### config.mk
export PLATFORM = sky130hd
export DESIGN_NAME = loop_current_dac_transfer
export DESIGN_NICKNAME = d
export VERILOG_FILES = /design/src/rtl/lcdt_pkg.sv /design/src/rtl/loop_current_dac_transfer.sv /design/src/rtl/lcdt_div.sv /design/src/rtl/lcdt_mac.sv
export SDC_FILE = /design/constraint.sdc
export NUM_CORES = 1
export LEC_CHECK = 0
export BUFFER_PORTS_ARGS = -buffer_cell sky130_fd_sc_hd__buf_2
export CORE_ASPECT_RATIO = 0.75
export CORE_MARGIN = 10
export CORE_UTILIZATION = 34
export DETAILED_ROUTE_END_ITERATION = 8
export PLACE_DENSITY_LB_ADDON = 0.25
export SLEW_MARGIN = 30
export SYNTH_ARGS = -nofsm -noshare
export SYNTH_HDL_FRONTEND = slang
export SYNTH_SLANG_ARGS = --single-unit
### constraint.sdc
create_clock -name clk_i -period 23.8 [get_ports clk_i]
set_clock_uncertainty 0.05 [all_clocks]
set_input_delay 1.19 -clock clk_i [delete_from_list [all_inputs] [get_ports clk_i]]
set_output_delay 1.19 -clock clk_i [all_outputs]
set_load 0.1 [all_outputs]
### src/rtl/lcdt_pkg.sv
// package: item types, op codes and constants for the loop current dac transfer
`timescale 1ns / 1ps
package lcdt_pkg;

  localparam int unsigned CODE_W  = 12;
  localparam int unsigned CUR_W   = 24;
  localparam int unsigned CNT_W   = 16;
  localparam int unsigned RES_W   = 32;
  localparam int unsigned DELTA_W = CODE_W + 1;

  localparam logic [CNT_W-1:0] DAC_MAX = 16'd4095;
  localparam logic [15:0]      LAST_CODE_RESET = 16'hFFFF;

  localparam logic [CODE_W-1:0] CODE_AT_4MA_RESET  = 12'd89;
  localparam logic [CODE_W-1:0] CODE_AT_20MA_RESET = 12'd3650;

  localparam logic REG_CODE_AT_4MA  = 1'b0;
  localparam logic REG_CODE_AT_20MA = 1'b1;

  // 2^24 / (delta * 16) == 2^20 / delta
  localparam int unsigned QUOT_W    = 21;
  localparam int unsigned DIV_STEPS = QUOT_W;
  localparam int unsigned DIVCNT_W  = $clog2(DIV_STEPS + 1);
  localparam logic [QUOT_W-1:0] DIV_DIVIDEND = 21'h100000;

  localparam int unsigned MUL_A_W = QUOT_W + 1;
  localparam int unsigned MUL_B_W = 18;

  typedef enum logic [1:0] {
    OP_CUR_TO_DAC = 2'd0,
    OP_DAC_TO_CUR = 2'd1,
    OP_RAW_WRITE  = 2'd2
  } op_e;

  typedef struct packed {
    logic [1:0]              op;
    logic signed [CUR_W-1:0] req_current;
    logic [CNT_W-1:0]        code_in;
  } in_item_t;

  typedef struct packed {
    logic [CODE_W-1:0]       code_out;
    logic                    dac_write;
    logic signed [RES_W-1:0] current_result;
  } out_item_t;

endpackage

### src/rtl/loop_current_dac_transfer.sv
// top level: two-point 4-20 ma calibration, sequencer around a divider and a shared mac
//
//  channel  | signals                             | direction
//  ---------+-------------------------------------+----------
//  in       | in_valid_i, in_ready_o, in_data_i   | input
//  out      | out_valid_o, out_ready_i, out_data_o| output
//  cfg      | cfg_we_i, cfg_idx_i, cfg_data_i     | input
//
// op 0 steps through prep, mul and done; op 2 and op 3 go from prep to done; op 1
// waits in div on the one-bit-per-cycle divider that forms the inverse slope (skipped
// when the calibration codes are equal), then mulstart, mul and done; one item at a time.
// reset clears the sequencer and output valid, loads the calibration resets and
// marks the last code as never written. a result held in the output register
// does not block acceptance; the next item waits at its last step until the
// output register is free.
`timescale 1ns / 1ps
module loop_current_dac_transfer (
  input  logic                          clk_i,
  input  logic                          rst_ni,
  input  logic                          in_valid_i,
  output logic                          in_ready_o,
  input  lcdt_pkg::in_item_t            in_data_i,
  output logic                          out_valid_o,
  input  logic                          out_ready_i,
  output lcdt_pkg::out_item_t           out_data_o,
  input  logic                          cfg_we_i,
  input  logic                          cfg_idx_i,
  input  logic [lcdt_pkg::CODE_W-1:0]   cfg_data_i
);
  import lcdt_pkg::*;

  typedef enum logic [2:0] {
    S_IDLE,
    S_PREP,
    S_DIV,
    S_MULSTART,
    S_MUL,
    S_DONE
  } state_e;

  state_e    state_q;
  in_item_t  in_q;
  out_item_t out_q, out_d;
  logic      out_valid_q;
  logic [CODE_W-1:0] c4_q, c20_q;
  logic [15:0]       last_code_q;
  logic signed [MUL_A_W-1:0] inv_q;

  logic signed [DELTA_W-1:0] delta;
  logic [15:0]               slope_sh;
  logic signed [RES_W-1:0]   intercept;
  logic signed [16:0]        neg_int;
  logic [CODE_W-1:0]         delta_abs;
  logic [CODE_W-1:0]         counts_clamped;
  logic signed [15:0]        d_hi;
  logic [CODE_W-1:0]         code_op0;
  logic                      out_free;
  logic                      in_acc;

  logic                      div_start, div_done;
  logic [QUOT_W-1:0]         quot;
  logic                      mac_en;
  logic signed [MUL_A_W-1:0] mac_a;
  logic signed [MUL_B_W-1:0] mac_b;
  logic signed [RES_W-1:0]   mac_add, mac_res;

  assign delta     = $signed({1'b0, c20_q}) - $signed({1'b0, c4_q});
  assign slope_sh  = {delta[CODE_W-1:0], 4'b0000};
  assign intercept = $signed({4'b0000, c4_q, 16'h0000})
                   - $signed({{5{delta[DELTA_W-1]}}, delta, 14'h0000});
  assign neg_int   = 17'sd0 - $signed({intercept[RES_W-1], intercept[RES_W-1:16]});
  assign delta_abs = delta[DELTA_W-1] ? CODE_W'(-delta) : delta[CODE_W-1:0];

  assign counts_clamped = (in_q.code_in > DAC_MAX) ? DAC_MAX[CODE_W-1:0]
                                                    : in_q.code_in[CODE_W-1:0];

  assign d_hi = mac_res[RES_W-1:16];
  always_comb begin
    if (d_hi[15]) begin
      code_op0 = '0;
    end else if (d_hi[14:0] > DAC_MAX[14:0]) begin
      code_op0 = DAC_MAX[CODE_W-1:0];
    end else begin
      code_op0 = d_hi[CODE_W-1:0];
    end
  end

  always_comb begin
    if (in_q.op == OP_DAC_TO_CUR) begin
      mac_a   = inv_q;
      mac_b   = $signed({6'b000000, counts_clamped})
              + $signed({neg_int[16], neg_int});
      mac_add = '0;
    end else begin
      mac_a   = $signed({6'b000000, slope_sh});
      mac_b   = $signed({{2{in_q.req_current[CUR_W-1]}}, in_q.req_current[CUR_W-1:8]});
      mac_add = intercept;
    end
  end

  always_comb begin
    out_d = '0;
    unique case (in_q.op)
      OP_CUR_TO_DAC: begin
        out_d.code_out  = code_op0;
        out_d.dac_write = 1'b1;
      end
      OP_DAC_TO_CUR: begin
        out_d.code_out       = counts_clamped;
        out_d.current_result = mac_res;
      end
      OP_RAW_WRITE: begin
        out_d.code_out  = counts_clamped;
        out_d.dac_write = ({4'h0, counts_clamped} != last_code_q);
      end
      default: out_d = '0;
    endcase
  end

  assign out_free   = !out_valid_q || out_ready_i;
  assign in_ready_o = (state_q == S_IDLE);
  assign in_acc     = in_valid_i && in_ready_o;
  assign div_start  = (state_q == S_PREP) && (in_q.op == OP_DAC_TO_CUR) && (delta != '0);
  assign mac_en     = ((state_q == S_PREP) && (in_q.op == OP_CUR_TO_DAC))
                   || (state_q == S_MULSTART);

  lcdt_div u_div (
    .clk_i     (clk_i),
    .rst_ni    (rst_ni),
    .start_i   (div_start),
    .divisor_i (delta_abs),
    .done_o    (div_done),
    .quot_o    (quot)
  );

  lcdt_mac u_mac (
    .clk_i    (clk_i),
    .en_i     (mac_en),
    .a_i      (mac_a),
    .b_i      (mac_b),
    .addend_i (mac_add),
    .res_o    (mac_res)
  );

  always_ff @(posedge clk_i or negedge rst_ni) begin
    if (!rst_ni) begin
      state_q     <= S_IDLE;
      out_valid_q <= 1'b0;
      c4_q        <= CODE_AT_4MA_RESET;
      c20_q       <= CODE_AT_20MA_RESET;
      last_code_q <= LAST_CODE_RESET;
    end else begin
      if (cfg_we_i) begin
        if (cfg_idx_i == REG_CODE_AT_4MA) begin
          c4_q <= cfg_data_i;
        end else begin
          c20_q <= cfg_data_i;
        end
      end
      if (state_q == S_DONE && out_free) begin
        out_valid_q <= 1'b1;
      end else if (out_ready_i) begin
        out_valid_q <= 1'b0;
      end
      unique case (state_q)
        S_IDLE: begin
          if (in_acc) begin
            state_q <= S_PREP;
          end
        end
        S_PREP: begin
          priority if (in_q.op == OP_CUR_TO_DAC) begin
            state_q <= S_MUL;
          end else if (in_q.op == OP_DAC_TO_CUR) begin
            state_q <= (delta != '0) ? S_DIV : S_MULSTART;
          end else begin
            state_q <= S_DONE;
          end
        end
        S_DIV: begin
          if (div_done) begin
            state_q <= S_MULSTART;
          end
        end
        S_MULSTART: state_q <= S_MUL;
        S_MUL:      state_q <= S_DONE;
        S_DONE: begin
          if (out_free) begin
            if (out_d.dac_write) begin
              last_code_q <= {4'h0, out_d.code_out};
            end
            state_q <= S_IDLE;
          end
        end
        default: state_q <= S_IDLE;
      endcase
    end
  end

  always_ff @(posedge clk_i) begin
    if (in_acc) begin
      in_q <= in_data_i;
    end
    if (state_q == S_PREP) begin
      inv_q <= '0;
    end else if (div_done) begin
      inv_q <= delta[DELTA_W-1] ? -$signed({1'b0, quot}) : $signed({1'b0, quot});
    end
    if (state_q == S_DONE && out_free) begin
      out_q <= out_d;
    end
  end

  assign out_valid_o = out_valid_q;
  assign out_data_o  = out_q;

  a_div_done_in_div: assert property (@(posedge clk_i) disable iff (!rst_ni)
    div_done |-> state_q == S_DIV)
    else $error("divider finished outside its wait state");

  a_accept_to_prep: assert property (@(posedge clk_i) disable iff (!rst_ni)
    in_acc |=> state_q == S_PREP && !in_ready_o)
    else $error("accepted transaction did not enter preparation");

  a_done_delivers: assert property (@(posedge clk_i) disable iff (!rst_ni)
    (state_q == S_DONE && out_free) |=> out_valid_q && state_q == S_IDLE)
    else $error("finished transaction not loaded into output register");

  a_last_code_update: assert property (@(posedge clk_i) disable iff (!rst_ni)
    !$stable(last_code_q) |-> $past(state_q == S_DONE) && out_valid_q && out_q.dac_write)
    else $error("last code changed without a dac write");

endmodule

### src/rtl/lcdt_div.sv
// iterative restoring divider for the inverse slope, one quotient bit per cycle
`timescale 1ns / 1ps
module lcdt_div (
  input  logic                         clk_i,
  input  logic                         rst_ni,
  input  logic                         start_i,
  input  logic [lcdt_pkg::CODE_W-1:0]  divisor_i,
  output logic                         done_o,
  output logic [lcdt_pkg::QUOT_W-1:0]  quot_o
);
  import lcdt_pkg::*;

  logic                busy_q, busy_d;
  logic                done_q, done_d;
  logic [DIVCNT_W-1:0] cnt_q, cnt_d;
  logic [CODE_W-1:0]   div_q, div_d;
  logic [CODE_W-1:0]   rem_q, rem_d;
  logic [QUOT_W-1:0]   q_q, q_d;

  logic [CODE_W:0] rem_sh;
  logic [CODE_W:0] rem_sub;
  logic            fits;

  assign rem_sh  = {rem_q, q_q[QUOT_W-1]};
  assign rem_sub = rem_sh - {1'b0, div_q};
  assign fits    = rem_sh >= {1'b0, div_q};

  always_comb begin
    busy_d = busy_q;
    done_d = 1'b0;
    cnt_d  = cnt_q;
    div_d  = div_q;
    rem_d  = rem_q;
    q_d    = q_q;
    if (start_i) begin
      busy_d = 1'b1;
      cnt_d  = DIVCNT_W'(DIV_STEPS);
      div_d  = divisor_i;
      rem_d  = '0;
      q_d    = DIV_DIVIDEND;
    end else if (busy_q) begin
      rem_d = fits ? rem_sub[CODE_W-1:0] : rem_sh[CODE_W-1:0];
      q_d   = {q_q[QUOT_W-2:0], fits};
      cnt_d = cnt_q - 1'b1;
      if (cnt_q == DIVCNT_W'(1)) begin
        busy_d = 1'b0;
        done_d = 1'b1;
      end
    end
  end

  always_ff @(posedge clk_i or negedge rst_ni) begin
    if (!rst_ni) begin
      busy_q <= 1'b0;
      done_q <= 1'b0;
      cnt_q  <= '0;
    end else begin
      busy_q <= busy_d;
      done_q <= done_d;
      cnt_q  <= cnt_d;
    end
  end

  always_ff @(posedge clk_i) begin
    div_q <= div_d;
    rem_q <= rem_d;
    q_q   <= q_d;
  end

  assign done_o = done_q;
  assign quot_o = q_q;

endmodule

### src/rtl/lcdt_mac.sv
// shared signed multiply-add with registered result
`timescale 1ns / 1ps
module lcdt_mac (
  input  logic                               clk_i,
  input  logic                               en_i,
  input  logic signed [lcdt_pkg::MUL_A_W-1:0] a_i,
  input  logic signed [lcdt_pkg::MUL_B_W-1:0] b_i,
  input  logic signed [lcdt_pkg::RES_W-1:0]   addend_i,
  output logic signed [lcdt_pkg::RES_W-1:0]   res_o
);
  import lcdt_pkg::*;

  logic signed [MUL_A_W+MUL_B_W-1:0] prod;
  logic signed [RES_W-1:0]           res_q, res_d;

  assign prod  = a_i * b_i;
  assign res_d = $signed(prod[RES_W-1:0]) + addend_i;

  always_ff @(posedge clk_i) begin
    if (en_i) begin
      res_q <= res_d;
    end
  end

  assign res_o = res_q;

endmodule
==> flow_summary.ini <==
[critical_path]
r2r_slack_ps = 8860
crit_path_end_kind = register
timing.critical_path.required_ps = 24020
rr_worst_depth = 46
r2r-start = c4_q[4]
critPathMaxFanout = 12
worst-endpoint-arrival_ps = 15160
r2r-end = u_mac.res_o[31]
cp-start-kind = register
worst-setup-path-type = register to register
critPathSlowestCell = sky130_fd_sc_hd__or4b_2
timing.critical_path.mode_cell = sky130_fd_sc_hd__fa_1
critical_path.max_stage_delay_ps = 690

[logic_synthesis]
synth_top_area_share_pct = 28.24
yosys-mux-area-fraction_pct = 2.621
synth-adder-area-share_pct = 36.60
post_synth_xor_area_fraction_pct = 4.822
syn_area_per_cell_um2 = 9.679
synth_top_cells_by_area = sky130_fd_sc_hd__fa_1 (28%), sky130_fd_sc_hd__edfxtp_1 (16%), sky130_fd_sc_hd__ha_1 (8.1%), sky130_fd_sc_hd__inv_1 (6.5%), sky130_fd_sc_hd__nand2_1 (4.9%)
post_synth_instance_area_um2 = 23820
ys_seq_area_share_pct = 25.29
synth_enable_flop_cells = 123
netlist.top_cell.by_area = sky130_fd_sc_hd__fa_1
synthesis.nets = 3012
synth.lib_cells_used.distinct = 77
ys_warn_count = 0
synth_simple_gate_area_share_pct = 14.29
total_of_flip_flops_plus_latches_after_synthesis = 226
synth_top_family_by_area = adder cells
synthCells = 2461
synth_async_sr_flop_share_pct = 21.24
postSynth.topFlopCell = sky130_fd_sc_hd__edfxtp_1
synth_compound_gate_area_share_pct = 8.289

[clock_network]
clk_root_buf = sky130_fd_sc_hd__clkbuf_16
cts_buffer_depth = 3
cts.reportedPaths.clkPinSlew_ps = 60
clkSinkCount = 226
post_cts_resize_count = 0
insertion_delay_ps = 580
ctsHoldBuffers = 0
cts_max_level = 1
cts_tree = done
post_cts_setup_repair_buffer_count = 0
tritoncts_buffer_count = 27

[placement]
detailedPlacementHpwl_um = 54950
gpl.final_weighted_congestion = 0.9020
dpl_worst_slack_ps = 9092
placement.io_buffers = 98

[run_status]
run_status = finished, final reports clean

[die]
floorplan.die.width_um = 325.6
core.rowCount = 83
initial_core_util_pct = 34.54
y_dimension_of_the_die_um = 249.2
top_level_ports = 107
core_area_um2 = 68960
design.die.area_um2 = 81160

[global_routing]
vias_in_the_first_global_route = 17700
grt_use_total_pct = 16.82
first_pass_grt_wire_length_um = 106800
grt_remaining_overflow = 0
grt_max_degree = 64
antenna_found_initial = 6

[sta]
finalCritPeriodShare_pct = 62.76
hold_viol = 0
slew-limit-headroom_pct = 32.84
finalSetupTns_ps = 0
final_critical_path_setup_slack_ps = 8864
period_needed_ps = 14940
final_max_slew_viol_count = 0
fmax_ghz = 0.06695
report.final.setup_viol = 0
worst_max_slew_pin_slew_ps = 1000
rsz_0062_raised_after_global_routing = no

[detailed_routing]
postRouteAntennaNets = 0
post_drt_via_cell_ratio = 4.946
wl_per_cell_um = 19.81
via_count = 17210
first_iter_violations = 1245
drc = 0
drt_first_pass_iters = 6
postRouteWirelength_um = 68910

[min_path]
hold_path_depth = 2
worstHoldEndpoint = inv_q[12]
hold_path.startpoint = inv_q[12]
hold_class = register to register

[cells_and_area]
regArea_um2 = 6025
multiInputGateArea_um2 = 15960
final_nets = 3070
num-fill-cells = 6941
synthToLayoutAreaGrowth_pct = 10.56
share_of_final_layout_standard_cells_stronger_than_drive_strength_1_pct = 10.83
postLayoutCoreUtil_pct = 38.19

[flow_run]
timing.max_cap.violations = 0
==> kinds of logic (layout without fill, tap and decap cells) <==
| family | count (synthesis) | in the layout |
|---|---|---|
| and+or+nand+nor | 736 | 736 |
| buffers and inverters | 512 | 591 |
| adders and majority gates | 496 | 496 |
| AOI/OAI and AO/OA | 304 | 304 |
| DFF | 226 | 226 |
| xor gates and xnor gates | 128 | 128 |
| muxes | 59 | 59 |
| other | 0 | 4 |
==> Yosys cell counts, types with 22 or more instances <==
| library cell | count |
|---|---|
| sky130_fd_sc_hd__a21oi_1 | 75 |
| sky130_fd_sc_hd__xnor2_1 | 93 |
| sky130_fd_sc_hd__and3_1 | 28 |
| sky130_fd_sc_hd__dfxtp_1 | 55 |
| sky130_fd_sc_hd__nand2b_1 | 23 |
| sky130_fd_sc_hd__inv_1 | 410 |
| sky130_fd_sc_hd__o21ai_0 | 65 |
| sky130_fd_sc_hd__mux2i_1 | 32 |
| sky130_fd_sc_hd__and2_1 | 88 |
| sky130_fd_sc_hd__ha_1 | 155 |
| sky130_fd_sc_hd__edfxtp_1 | 123 |
| sky130_fd_sc_hd__nand2_1 | 314 |
| sky130_fd_sc_hd__clkbuf_1 | 90 |
| sky130_fd_sc_hd__dfrtp_1 | 26 |
| sky130_fd_sc_hd__or2_2 | 25 |
| sky130_fd_sc_hd__mux2_2 | 27 |
| sky130_fd_sc_hd__dfstp_2 | 22 |
| sky130_fd_sc_hd__nor2_1 | 164 |
| sky130_fd_sc_hd__fa_1 | 336 |
| sky130_fd_sc_hd__a211oi_1 | 31 |
| sky130_fd_sc_hd__xor2_1 | 33 |
| sky130_fd_sc_hd__a21o_1 | 32 |
==> placed cells by master, fill, tap and decap left out, drive strengths merged, types with 11 or more instances in the layout <==
| cell type | count |
|---|---|
| fa | 336 |
| nand2b | 23 |
| dfstp | 22 |
| edfxtp | 123 |
| a211oi | 31 |
| a21o | 32 |
| o211ai | 11 |
| xnor2 | 93 |
| mux2i | 32 |
| o31ai | 11 |
| clkbuf | 37 |
| dfxtp | 55 |
| a21oi | 79 |
| dfrtp | 26 |
| or2 | 26 |
| o21ai | 76 |
| and3 | 28 |
| or3 | 11 |
| mux2 | 27 |
| nor2 | 164 |
| inv | 413 |
| nor3 | 16 |
| ha | 155 |
| nand2 | 314 |
| xor2 | 33 |
| buf | 129 |
| and2 | 89 |
| nor2b | 16 |
| nand3 | 19 |
==> per-stage QoR <==
| stage | cell area [µm²] | instances | hold slack [ps] |
|---|---|---|---|
| 2_1_floorplan | 23820 | 2461 | 396.3 |
| 3_3_place_gp | 25390 | 3425 | 409.8 |
| 4_1_cts | 26320 | 3475 | 438.1 |
| 3_5_place_dp | 25410 | 3425 | 428.2 |
| 6_report | 26340 | 3479 | 442.4 |
| 5_1_grt | 26330 | 3475 | 451.2 |
==> how the worst max path moves through the flow <==
stage | from | to | slack (ps)
finish | c4_q[4] | u_mac.res_o[31] | 8860
global route | c4_q[4] | u_mac.res_o[31] | 8180
CTS | c4_q[4] | u_mac.res_o[31] | 9030
detailed placement | c4_q[4] | u_mac.res_o[31] | 9090
global placement | c4_q[4] | u_mac.res_o[31] | 9310
floorplan | c4_q[4] | u_mac.res_o[31] | 11620
==> final cells by class <==
type | instances | share of cell area (%)
clock inverters | 13 | 0.4846
flip-flops and latches | 226 | 22.88
diodes | 4 | 0.03801
clock buffers | 37 | 2.941
well taps | 935 | 4.442
multi-input cells | 1723 | 60.59
repair buffers | 129 | 2.746
inverters | 412 | 5.877
==> sequential cells by signal (all words and copies together) (netlist names) <==
signal,cells
out_data_o,45
in_q,34
u_mac.res_o,32
inv_q,22
u_div.quot_o,21
last_code_q,13
c20_q,12
c4_q,12
u_div.div_q,12
u_div.rem_q,12
u_div.cnt_q,5
state_q,3
out_valid_o,1
u_div.busy_q,1
u_div.done_o,1
==> layer usage <==
metal	vias up	routed length, µm	global-route usage, %	part of all wire, %
li1	7948	-	-	-
met1	8587	33040	25.10	48
met2	594	27930	23.84	41
met3	75	6319	4.350	9.2
met4	4	1589	3.795	2.3
met5	-	27	0	0.039
==> worst max-delay path, delay by kind of cell (launching register included) <==
kind,cells,cell delay [ps]
adder cells (fa/ha/maj),12,5090
AO/OA/AOI/OAI,12,3610
AND/OR/NAND/NOR,10,2830
XOR/XNOR,5,1930
flip-flops,1,580
buffers and inverters,6,450
multiplexers,1,80
Power is not shown: default switching activity piles up to over one toggle a cycle in this logic, so the estimate is an artifact.
